--- src/sv/adsd_pkg.sv ---
`timescale 1ns / 1ps
`default_nettype none
// ----------------------------------------------------------------------------
// adsd_pkg
// Shared constants, tables and types of the stick dead zone and direction unit.
// ----------------------------------------------------------------------------
package adsd_pkg;

  // number formats
  localparam int ANGLE_BITS    = 16;
  localparam int MAG_FRAC_BITS = 8;

  // field widths
  localparam int AXIS_W = 9;
  localparam int CFG_W  = 8;
  localparam int MAG_W  = 16;
  localparam int HEAD_W = 16;
  localparam int DIR_W  = 4;

  // squared radius and square root
  localparam int SQ_W       = 2 * AXIS_W - 1;
  localparam int S_W        = 2 * AXIS_W;
  localparam int V_W        = S_W + 2 * MAG_FRAC_BITS;
  localparam int SQRT_STEPS = V_W / 2;
  localparam int ROOT_W     = SQRT_STEPS;
  localparam int REM_W      = ROOT_W + 3;

  // rescale divide: quotient below 128 full units
  localparam int DIV_STEPS = 7 + MAG_FRAC_BITS;
  localparam int DREM_W    = ROOT_W + 7 - DIV_STEPS;
  localparam logic [MAG_W-1:0] MAG_FULL = MAG_W'(1) << DIV_STEPS;

  // angle unit
  localparam int CORDIC_STEPS = 31;
  localparam int CORDIC_W     = 32;
  localparam int CORDIC_SCALE = 20;
  localparam logic [31:0] ATAN_TAB [0:CORDIC_STEPS-1] = '{
    32'h20000000, 32'h12E4051E, 32'h09FB385B, 32'h051111D4, 32'h028B0D43,
    32'h0145D7E1, 32'h00A2F61E, 32'h00517C55, 32'h0028BE53, 32'h00145F2F,
    32'h000A2F98, 32'h000517CC, 32'h00028BE6, 32'h000145F3, 32'h0000A2FA,
    32'h0000517D, 32'h000028BE, 32'h0000145F, 32'h00000A30, 32'h00000518,
    32'h0000028C, 32'h00000146, 32'h000000A3, 32'h00000051, 32'h00000029,
    32'h00000014, 32'h0000000A, 32'h00000005, 32'h00000003, 32'h00000001,
    32'h00000001
  };

  // pipeline lengths in register stages
  localparam int MAG_LAT    = SQRT_STEPS + DIV_STEPS + 2;
  localparam int CORDIC_LAT = CORDIC_STEPS + 1;
  localparam int HEAD_DLY   = MAG_LAT - CORDIC_LAT;

  // direction word bits
  localparam logic [DIR_W-1:0] DIR_UP    = 4'b0001;
  localparam logic [DIR_W-1:0] DIR_DOWN  = 4'b0010;
  localparam logic [DIR_W-1:0] DIR_LEFT  = 4'b0100;
  localparam logic [DIR_W-1:0] DIR_RIGHT = 4'b1000;

  // register indexes
  localparam logic [1:0] REG_DEAD_ZONE = 2'd0;
  localparam logic [1:0] REG_SPAN      = 2'd1;
  localparam logic [1:0] REG_GATE      = 2'd2;

  // sideband that travels next to the magnitude pipeline
  typedef struct packed {
    logic             centred;
    logic [DIR_W-1:0] dir;
  } side_t;

endpackage
`default_nettype wire

--- src/sv/adsd_mag.sv ---
`timescale 1ns / 1ps
`default_nettype none
// ----------------------------------------------------------------------------
// adsd_mag
// Pipelined square root of the squared radius, dead zone offset and rescale
// divide by span, one bit per stage, saturated at full scale.
// ----------------------------------------------------------------------------
module adsd_mag (
  input  wire logic                              clk,
  input  wire logic [adsd_pkg::S_W-1:0]          s,
  input  wire logic [adsd_pkg::CFG_W-1:0]        dead_zone,
  input  wire logic [adsd_pkg::CFG_W-1:0]        span,
  output logic      [adsd_pkg::MAG_W-1:0]        mag
);

  localparam int SQ  = adsd_pkg::SQRT_STEPS;
  localparam int DV  = adsd_pkg::DIV_STEPS;
  localparam int RW  = adsd_pkg::ROOT_W;
  localparam int MW  = adsd_pkg::REM_W;
  localparam int DW  = adsd_pkg::DREM_W;
  localparam int FB  = adsd_pkg::MAG_FRAC_BITS;

  // square root stages
  logic [adsd_pkg::V_W-1:0] sv_r [0:SQ];
  logic [MW-1:0]            sr_r [0:SQ];
  logic [RW-1:0]            rt_r [0:SQ];

  // divide stages
  logic [DW-1:0] dr_r  [0:DV];
  logic [DV-1:0] dn_r  [0:DV];
  logic [DV-1:0] dq_r  [0:DV];
  logic          sat_r [0:DV];

  // offset and saturation check on the root
  logic [RW-1:0]    dz_sh;
  logic [RW-1:0]    diff;
  logic [RW+6:0]    num;

  // load the radicand
  always_ff @(posedge clk) begin
    sv_r[0] <= {s, {(2 * FB){1'b0}}};
    sr_r[0] <= '0;
    rt_r[0] <= '0;
  end

  // one root bit per stage
  for (genvar k = 0; k < SQ; k++) begin : g_sqrt
    localparam int P = SQ - 1 - k;
    logic [MW-1:0] rem_sh;
    logic [MW-1:0] trial;
    logic          ge;
    assign rem_sh = {sr_r[k][MW-3:0], sv_r[k][2*P+1 -: 2]};
    assign trial  = MW'({rt_r[k], 2'b01});
    assign ge     = (rem_sh >= trial);
    always_ff @(posedge clk) begin
      sv_r[k+1] <= sv_r[k];
      sr_r[k+1] <= ge ? (rem_sh - trial) : rem_sh;
      rt_r[k+1] <= {rt_r[k][RW-2:0], ge};
    end
  end

  // subtract the dead zone and check against full scale
  assign dz_sh = RW'(dead_zone) << FB;
  assign diff  = (rt_r[SQ] > dz_sh) ? (rt_r[SQ] - dz_sh) : '0;
  assign num   = {diff, 7'b0};

  always_ff @(posedge clk) begin
    sat_r[0] <= (diff >= (RW'(span) << FB));
    dr_r[0]  <= num[RW+6:DV];
    dn_r[0]  <= num[DV-1:0];
    dq_r[0]  <= '0;
  end

  // one quotient bit per stage
  for (genvar k = 0; k < DV; k++) begin : g_div
    logic [DW-1:0] rem_sh;
    logic          ge;
    assign rem_sh = {dr_r[k][DW-2:0], dn_r[k][DV-1-k]};
    assign ge     = (rem_sh >= DW'(span));
    always_ff @(posedge clk) begin
      sat_r[k+1] <= sat_r[k];
      dn_r[k+1]  <= dn_r[k];
      dr_r[k+1]  <= ge ? (rem_sh - DW'(span)) : rem_sh;
      dq_r[k+1]  <= {dq_r[k][DV-2:0], ge};
    end
  end

  // saturate at full scale
  assign mag = sat_r[DV] ? adsd_pkg::MAG_FULL : adsd_pkg::MAG_W'(dq_r[DV]);

endmodule
`default_nettype wire

--- config.mk ---
export PLATFORM = sky130hd
export DESIGN_NAME = adsd_mag
export DESIGN_NICKNAME = d
export VERILOG_FILES = /design/src/sv/adsd_pkg.sv /design/src/sv/adsd_mag.sv
export SDC_FILE = /design/constraint.sdc
export NUM_CORES = 1
export LEC_CHECK = 0
export ABC_AREA = 1
export BUFFER_PORTS_ARGS = -buffer_cell sky130_fd_sc_hd__buf_4
export CAP_MARGIN = 10
export CORE_MARGIN = 8
export CORE_UTILIZATION = 53
export CTS_CLUSTER_SIZE = 20
export DETAILED_ROUTE_END_ITERATION = 7
export PLACE_DENSITY = 0.69
export SYNTH_ARGS = -nofsm -noshare
export SYNTH_HDL_FRONTEND = slang
export SYNTH_SLANG_ARGS = --single-unit
--- constraint.sdc ---
create_clock -name clk -period 7.2 [get_ports clk]
set_input_delay 0.36 -clock clk [delete_from_list [all_inputs] [get_ports clk]]
set_output_delay 0.36 -clock clk [all_outputs]
set_load 0.01 [all_outputs]
After elaboration in Yosys (flattened, before gate mapping):

Memories as Yosys holds them, arrays and structs flattened.
Cells that the tools add are included.

* flip-flop bits (word level): 0
* RAM bits: 1918
* input bits: 35
* output and inout port bits: 16
* logic and storage cells: 108
* memories kept: 7

Memory list
* sv_r: depth 18, width 34, rd ports 17, clocked after memory_dff 0, wr ports 18, RTL line adsd_mag.sv:24 `logic [adsd_pkg::V_W-1:0] sv_r [0:SQ];`
* sr_r: depth 18, width 20, rd ports 17, clocked after memory_dff 0, wr ports 18, RTL line adsd_mag.sv:25 `logic [MW-1:0] sr_r [0:SQ];`
* rt_r: depth 18, width 17, rd ports 18, clocked after memory_dff 0, wr ports 18, RTL line adsd_mag.sv:26 `logic [RW-1:0] rt_r [0:SQ];`
* dn_r: depth 16, width 15, rd ports 15, clocked after memory_dff 0, wr ports 16, RTL line adsd_mag.sv:30 `logic [DV-1:0] dn_r [0:DV];`
* dq_r: depth 16, width 15, rd ports 16, clocked after memory_dff 0, wr ports 16, RTL line adsd_mag.sv:31 `logic [DV-1:0] dq_r [0:DV];`
* dr_r: depth 16, width 9, rd ports 15, clocked after memory_dff 0, wr ports 16, RTL line adsd_mag.sv:29 `logic [DW-1:0] dr_r [0:DV];`
* +1 memories

* $add $sub $neg: 33
* $lt $le $gt $ge: 34
* muxes and demuxes: 34

Operators by type and width (number)
* $ge A20 B19 Y1: 17
* $mux W20: 17
* $sub A20 B19 Y20: 17
* $ge A9 B8 Y1: 15
* $mux W9: 15
* $sub A9 B8 Y9: 15
* $ge A17 B16 Y1: 1
* $gt A17 B16 Y1: 1
* $mux W17: 1
* $sub A17 B16 Y17: 1
* $mux W16: 1

Depth between registers and ports, before layout:

Gate-level depths: netlist of run 1.
An unclocked memory read counts as a cell.

* depth in word-level cells: 4
* mapped depth: 18
* mapped depth without buffers: 17

Worst setup path after synthesis of run 1:

OpenSTA, ideal clock, no wires.

* path kind: input to register
* from: input port dead_zone[5] in the netlist's numbering
* to: memory sat_r[0][0]
* setup time: 0.122 ns
* data arrival time: 2.301 ns
* data required time: 7.078 ns
* path slack: 4.777 ns
* stages: 18
* path buffers: 1
* cell sequence: inv_1 > ha_1 > nand2_1 > nor3_1 > nand3_1 > nand3_2 > nand2_2 > buf_6 > nor2_1 > ha_1 > nand2_1 > inv_1 > nand2_1 > nand3_1 > nand2_1 > nand2_1 > a21oi_1 > nand3_1

RTL lines
* start: declaration: RTL line adsd_mag.sv:11 `input wire logic [adsd_pkg::CFG_W-1:0] dead_zone,`
* end: declaration: RTL line adsd_mag.sv:32 `logic sat_r [0:DV];`

==> results.sh, run 1 <==
export IMPL_reg2reg_depth=16
export IMPL_clk_pin_slew_worst_paths_ps=70
export IMPL_layout_commonest_cell="nand2_1"
export IMPL_grt_pass1_wl_um=135000
export IMPL_initial_core_util=0.533
export IMPL_reg2reg_to="sat_r[0][0]"
export IMPL_worst_skew_pair_late_latency_ps=640
export IMPL_setup_viol=0
export IMPL_slowest_delay_ps=350
export IMPL_io_pins=51
export IMPL_final_hold_viol_count=0
export IMPL_ant_nets=0
export IMPL_period_share=0.383
export IMPL_worst_path_stages=16
export IMPL_root_buffer="clkbuf_16"
export IMPL_num_antenna_cells=0
export IMPL_critPathLaunch="rt_r[17][13]"
export IMPL_max_clock_path_buffers=3
export IMPL_grt_use_total=0.203
export IMPL_wire_per_inst_um=13.5
export IMPL_dpl_hpwl_um=60500
export IMPL_avgSynthCellArea_um2=7.73
export IMPL_arrival_ps=3280
export IMPL_vias_per_cell=4.94
export IMPL_synthesis_area_um2=37200
export IMPL_gp_congestion=0.921
export IMPL_status="complete, no violations"
export IMPL_critPathMaxFanout=15
export IMPL_grt_pass1_vias=28100
export IMPL_drive_gt1_frac=0.0750
export IMPL_fin_skew_ps=21.2
export IMPL_ys_seq_elements=796
export IMPL_hp_class="input port to register"
export IMPL_path_class="register to register"
export IMPL_grt_overflow_total=0
export IMPL_drt_pass1_iterations=5
export IMPL_cts_tree="done"
export IMPL_drt_initial_drc_count=1708
export IMPL_final_cell_mix="nand2_1 (1351), dfxtp_1 (796), inv_1 (681)"
export IMPL_rrSetupSlack_ps=4440
export IMPL_syn_nets=5160
export IMPL_rows=97
export IMPL_yosysSeqAreaShare=0.429
export IMPL_tns_ps=0
export IMPL_totalWireLength_um=80200
export IMPL_cap_violations=0
export IMPL_area_growth_pct=11.7
export IMPL_crit_path_end_kind="register"
export IMPL_crit_slowest_cell="ha_1"
export IMPL_slew_viol_final=0
export IMPL_die_h_um=281
export IMPL_crit_chain="ha_1 -> nand2_1 -> nor3_1 -> nand3_1 -> nand3_2 -> nand2_2 -> nor3_1 -> ha_1 -> nand2_1 -> inv_1 -> nand2_1 -> nand3_1 -> nand2_1 -> nand2_1 -> a21oi_1 -> nand3_1"
export IMPL_clock_sinks=796
export IMPL_holdWs_ps=64.9
export IMPL_drcViolationCount=0
export IMPL_die_w_um=281
export IMPL_tightest_slew_ps=1250
export IMPL_syn_instance_count=4812
export IMPL_r2r_start="rt_r[17][13]"
export IMPL_critical_path_top_delay_family="simple AND/OR/NAND/NOR gates"
export IMPL_p_total_mw=17.0
export IMPL_placed_cell_area_um2=38400
export IMPL_port_buffers=50
export IMPL_cp_buffers_inverters=1
export IMPL_vias=29400
export IMPL_critPathRequiredTime_ps=7720
export IMPL_htreeDepth=3
export IMPL_cts_buffers=82
export IMPL_core_area_um2=69800
export IMPL_power_per_cell_area_nw_per_um2=408
export IMPL_crit_end="sat_r[0][0]"
export IMPL_yosys_warnings=0
export IMPL_nets=5282
export IMPL_worst_ir_drop_vdd_mv=0.266
export IMPL_crit_top_cell="nand2_1"
export IMPL_fmax_mhz=362
export IMPL_max_slew_margin=0.167
export IMPL_antenna_found_initial=0
export IMPL_p_leak_nw=22.0
export IMPL_startpoint_type="register"
export IMPL_final_area_um2=41500
export IMPL_yosysUniqueCellTypes=57
export IMPL_rsz0062_at_grt="false"
export IMPL_min_period_ps=2760
export IMPL_die_area_um2=78900
export IMPL_grt_max_degree=26
-- worst min-delay path: stages --
cell    delay (ps)
buf_4           80
ha_1           140
nor2_1          60
-- flip-flops by register name, summed over array words and instances (netlist names) --
| signal | flops |
|---|---|
| sr_r | 261 |
| rt_r | 153 |
| dq_r | 120 |
| dr_r | 120 |
| sv_r | 90 |
| dn_r | 36 |
| sat_r | 16 |
-- how the worst min path moves through the flow --
stage | start | to | slack [ps] | cells past startpoint
after floorplan | dn_r[0][7] | dn_r[0][22] | 310 | 0
after global placement | sv_r[1][27] | sv_r[2][27] | 310 | 0
after detailed placement | dn_r[1][25] | dn_r[2][10] | 310 | 0
after CTS | dead_zone[0] | dr_r[0][0] | 20 | 3
after global routing | dead_zone[0] | dr_r[0][0] | 40 | 3
final | dead_zone[0] | dr_r[0][0] | 60 | 3
-- stage by stage --
| step | cells | util | setup WS, ps |
|---|---|---|---|
| 2_1_floorplan | 4812 | - | 4780 |
| 3_3_place_gp | 5772 | 0.551 | 4200 |
| 3_5_place_dp | 5772 | 0.551 | 4130 |
| 4_1_cts | 5942 | 0.595 | 4440 |
| 5_1_grt | 5942 | 0.595 | 4120 |
| 6_report | 5942 | 0.595 | 4440 |
-- cell usage after synthesis (all sizes together) --
cell type  number  area (µm²)
nand2        1398        5400
dfxtp         796       15900
inv           691        2600
nand3         407        2140
nor2          392        1600
ha            291        3640
a21oi         230        1250
o21ai         161         881
xor2          115        1010
nand4          62         409
nor3           57         310
xnor2          52         455
buf            33         338
nand3b         25         188
fa             22         440
or2            17         106
o21bai         11        82.6
a21o           10        75.1
o211ai          9        67.6
o31ai           6        45.0
and2            5        31.3
a21boi          4        30.0
nor4            4        46.3
clkinv          3        11.3
a211oi          2        27.5
a31oi           2        12.5
and3            2        12.5
clkbuf          2        7.51
a31o            1        8.76
conb            1        3.75
o21a            1        7.51
-- what timing repair did --
| action | 4_1_cts | 5_1_grt |
|---|---|---|
| hold endpoints to repair | 18 | 0 |
| setup buffers | 0 | 0 |
| hold buffers | 18 | 0 |
| gates resized for setup | 0 | 0 |
-- area by class of cell --
cell class / count / area, µm²
Inverter: 694 / 2610
Clock inverter: 56 / 698
Clock buffer: 96 / 2220
Fill cell: 6379 / 28300
Timing Repair Buffer: 73 / 593
Tap cell: 940 / 1180
Multi-Input combinational cell: 3287 / 18300
Sequential cell: 796 / 15900
-- metal layers --
metal / part of all wire / vias to the layer above / GRT usage
met5: 0 / - / 0
met3: 0.042 / 171 / 0.0300
met1: 0.47 / 13100 / 0.264
met4: 0.028 / 0 / 0.0632
li1: - / 15500 / -
met2: 0.46 / 563 / 0.347
-- power by group --
part / switching (mW) / internal, mW / leakage [nW]
clock: 1.82 / 2.62 / 1.41
combinational: 3.74 / 2.24 / 14.0
sequential: 0.756 / 5.78 / 6.65
total: 6.31 / 10.6 / 22.0
-- cell families after synthesis --
kind of cell	synth area share
xor+xnor	0.0395
simple gates	0.275
buf+inv	0.0794
fa+ha+maj	0.110
flops	0.429
other cells	0.000101
compound gates	0.0670
Power figures use the tool's default switching activity.
==> run 2: changes to the inputs <==
PLACE_DENSITY = 0.72   (was 0.69)
clock period = 2.4 ns   (was 7.2 ns; I/O delays follow)
==> run 2 against run 1 <==
Largest cell class unchanged. Total power rose to 3.0 times the previous value. The flow now finishes with violations (setup timing). Routed wire length up 1.7%. Combinational power rose to 3.0 times the previous value. Via count up 1.0%. Cell area up 1.9%. Non-clock buffer count up 62. Utilization up 1.1 points. Worst hold slack better by 59 ps. Critical endpoint unchanged.
==> results.sh, run 2 (same netlist as run 1, synthesis figures left out) <==
export IMPL_status="finished, violations left"
export IMPL_violations="setup timing"
export IMPL_initial_core_util=0.533
export IMPL_antenna_found_initial=1
export IMPL_path_class="register to register"
export IMPL_final_cell_mix="nand2_1 (1347), dfxtp_1 (795), inv_1 (680)"
export IMPL_drt_met1_wl_um=38100
export IMPL_io_pins=51
export IMPL_crit_slowest_cell="dfxtp_2"
export IMPL_min_period_ps=2440
export IMPL_max_clock_path_buffers=3
export IMPL_grt_max_degree=26
export IMPL_hp_start="s[11]"
export IMPL_power_per_cell_area_nw_per_um2=1210
export IMPL_fin_util=0.606
export IMPL_p_total_mw=51.3
export IMPL_grt_pass1_vias=28300
export IMPL_rsz0062_at_grt="true"
export IMPL_worst_skew_pair_late_latency_ps=640
export IMPL_r2r_start="rt_r[17][10]"
export IMPL_die_w_um=281
export IMPL_p_leak_nw=22.4
export IMPL_root_buffer="clkbuf_16"
export IMPL_num_antenna_cells=0
export IMPL_vias=29700
export IMPL_wire_per_inst_um=13.6
export IMPL_nets=5344
export IMPL_critPathMaxFanout=5
export IMPL_gp_congestion=0.936
export IMPL_max_slew_margin=0.549
export IMPL_slowest_delay_ps=330
export IMPL_crit_top_cell="nand2_1"
export IMPL_routed_top_layer="met4"
export IMPL_drive_gt1_frac=0.0910
export IMPL_clk_pin_slew_worst_paths_ps=60
export IMPL_placed_cell_area_um2=38900
export IMPL_fin_skew_ps=28.3
export IMPL_final_hold_viol_count=0
export IMPL_startpoint_type="register"
export IMPL_largest_reg_flops=261
export IMPL_vias_per_cell=4.94
export IMPL_dr_wl_met2_um=37800
export IMPL_layout_commonest_cell="nand2_1"
export IMPL_hp_class="input port to register"
export IMPL_worst_ir_drop_vdd_mv=0.754
export IMPL_drcViolationCount=0
export IMPL_rrSetupSlack_ps=-40
export IMPL_tightest_slew_ps=675
export IMPL_arrival_ps=2940
export IMPL_cap_violations=0
export IMPL_layout_setup_ws_ps=-40.1
export IMPL_setup_viol=1
export IMPL_drt_initial_drc_count=1867
export IMPL_htreeDepth=3
export IMPL_ant_nets=0
export IMPL_core_area_um2=69800
export IMPL_crit_chain="ha_4 -> buf_6 -> nand4_1 -> nor3_2 -> nand3_2 -> nand2_4 -> nor2_2 -> ha_1 -> nand2_2 -> nor2_2 -> nand2_1 -> nand3_1 -> nand2_1 -> nand2_1 -> a21oi_2 -> nand3_1"
export IMPL_tns_ps=-40.1
export IMPL_port_buffers=50
export IMPL_critPathLaunch="rt_r[17][10]"
export IMPL_cts_tree="done"
export IMPL_reg_top3="sr_r: 261 flops, rt_r: 153 flops"
export IMPL_crit_path_end_kind="register"
export IMPL_slew_viol_final=0
export IMPL_clock_sinks=796
export IMPL_fmax_mhz=410
export IMPL_dpl_hpwl_um=61700
export IMPL_period_share=1.02
export IMPL_final_area_um2=42300
export IMPL_rows=97
export IMPL_totalWireLength_um=81600
export IMPL_die_area_um2=78900
export IMPL_critPathRequiredTime_ps=2900
export IMPL_grt_pass1_wl_um=135000
export IMPL_cts_buffers=82
export IMPL_grt_overflow_total=0
export IMPL_drt_pass1_iterations=5
export IMPL_route_met3_wl_um=3400
export IMPL_grt_use_total=0.204
export IMPL_area_growth_pct=13.8
export IMPL_die_h_um=281
export IMPL_top_register="sr_r"
-- run 2: power by group --
group | switching (mW) | leakage, nW | internal [mW]
sequential | 2.27 | 6.65 | 17.3
clock | 5.42 | 1.43 | 8.07
combinational | 11.3 | 14.3 | 6.89
-- run 2: worst paths after layout --
check,end,cells past startpoint
hold reg to reg,sat_r[1][0],0
setup reg to reg,sat_r[0][0],16
hold / removal,sv_r[0][27],2
setup / recovery,sat_r[0][0],16
-- run 2: critical path, delay by kind of cell (launching register included) --
| family | cells | cell delay [ps] |
|---|---|---|
| AND/OR/NAND/NOR | 12 | 1140 |
| adder cells (fa/ha/maj) | 2 | 610 |
| flip-flops | 1 | 330 |
| buffers and inverters | 1 | 100 |
| AO/OA/AOI/OAI | 1 | 130 |
-- run 2: area by class of cell --
class | count | area (µm²)
well taps | 940 | 1180
clock buffers | 109 | 2340
clock inverters | 43 | 619
repair buffers | 135 | 1130
flip-flops and latches | 796 | 15900
multi-input cells | 3287 | 18500
inverters | 694 | 2610
fillers | 6140 | 27500
-- run 2: metrics by stage --
stage               cells  hold WS, ps  worst slack [ps]
floorplan            4812          148              80.8
global placement     5827          225             -1.31
detailed placement   5827          226             -48.6
CTS                  5999         85.4              8.29
global route         6004         96.9              -224
finish               6004          124             -40.1
-- run 2: per-layer routing --
metal / vias to the layer above / global-route usage
met5: - / 0
met1: 13200 / 0.262
met3: 154 / 0.0295
met2: 604 / 0.350
met4: 0 / 0.0643
li1: 15700 / -
-- run 2: timing repair --
action	4_1_cts	5_1_grt
setup endpoints to repair	1	1
hold buffers	19	0
resized for setup	9	27
hold endpoints to repair	19	0
setup buffers	1	5
pin swaps	3	23
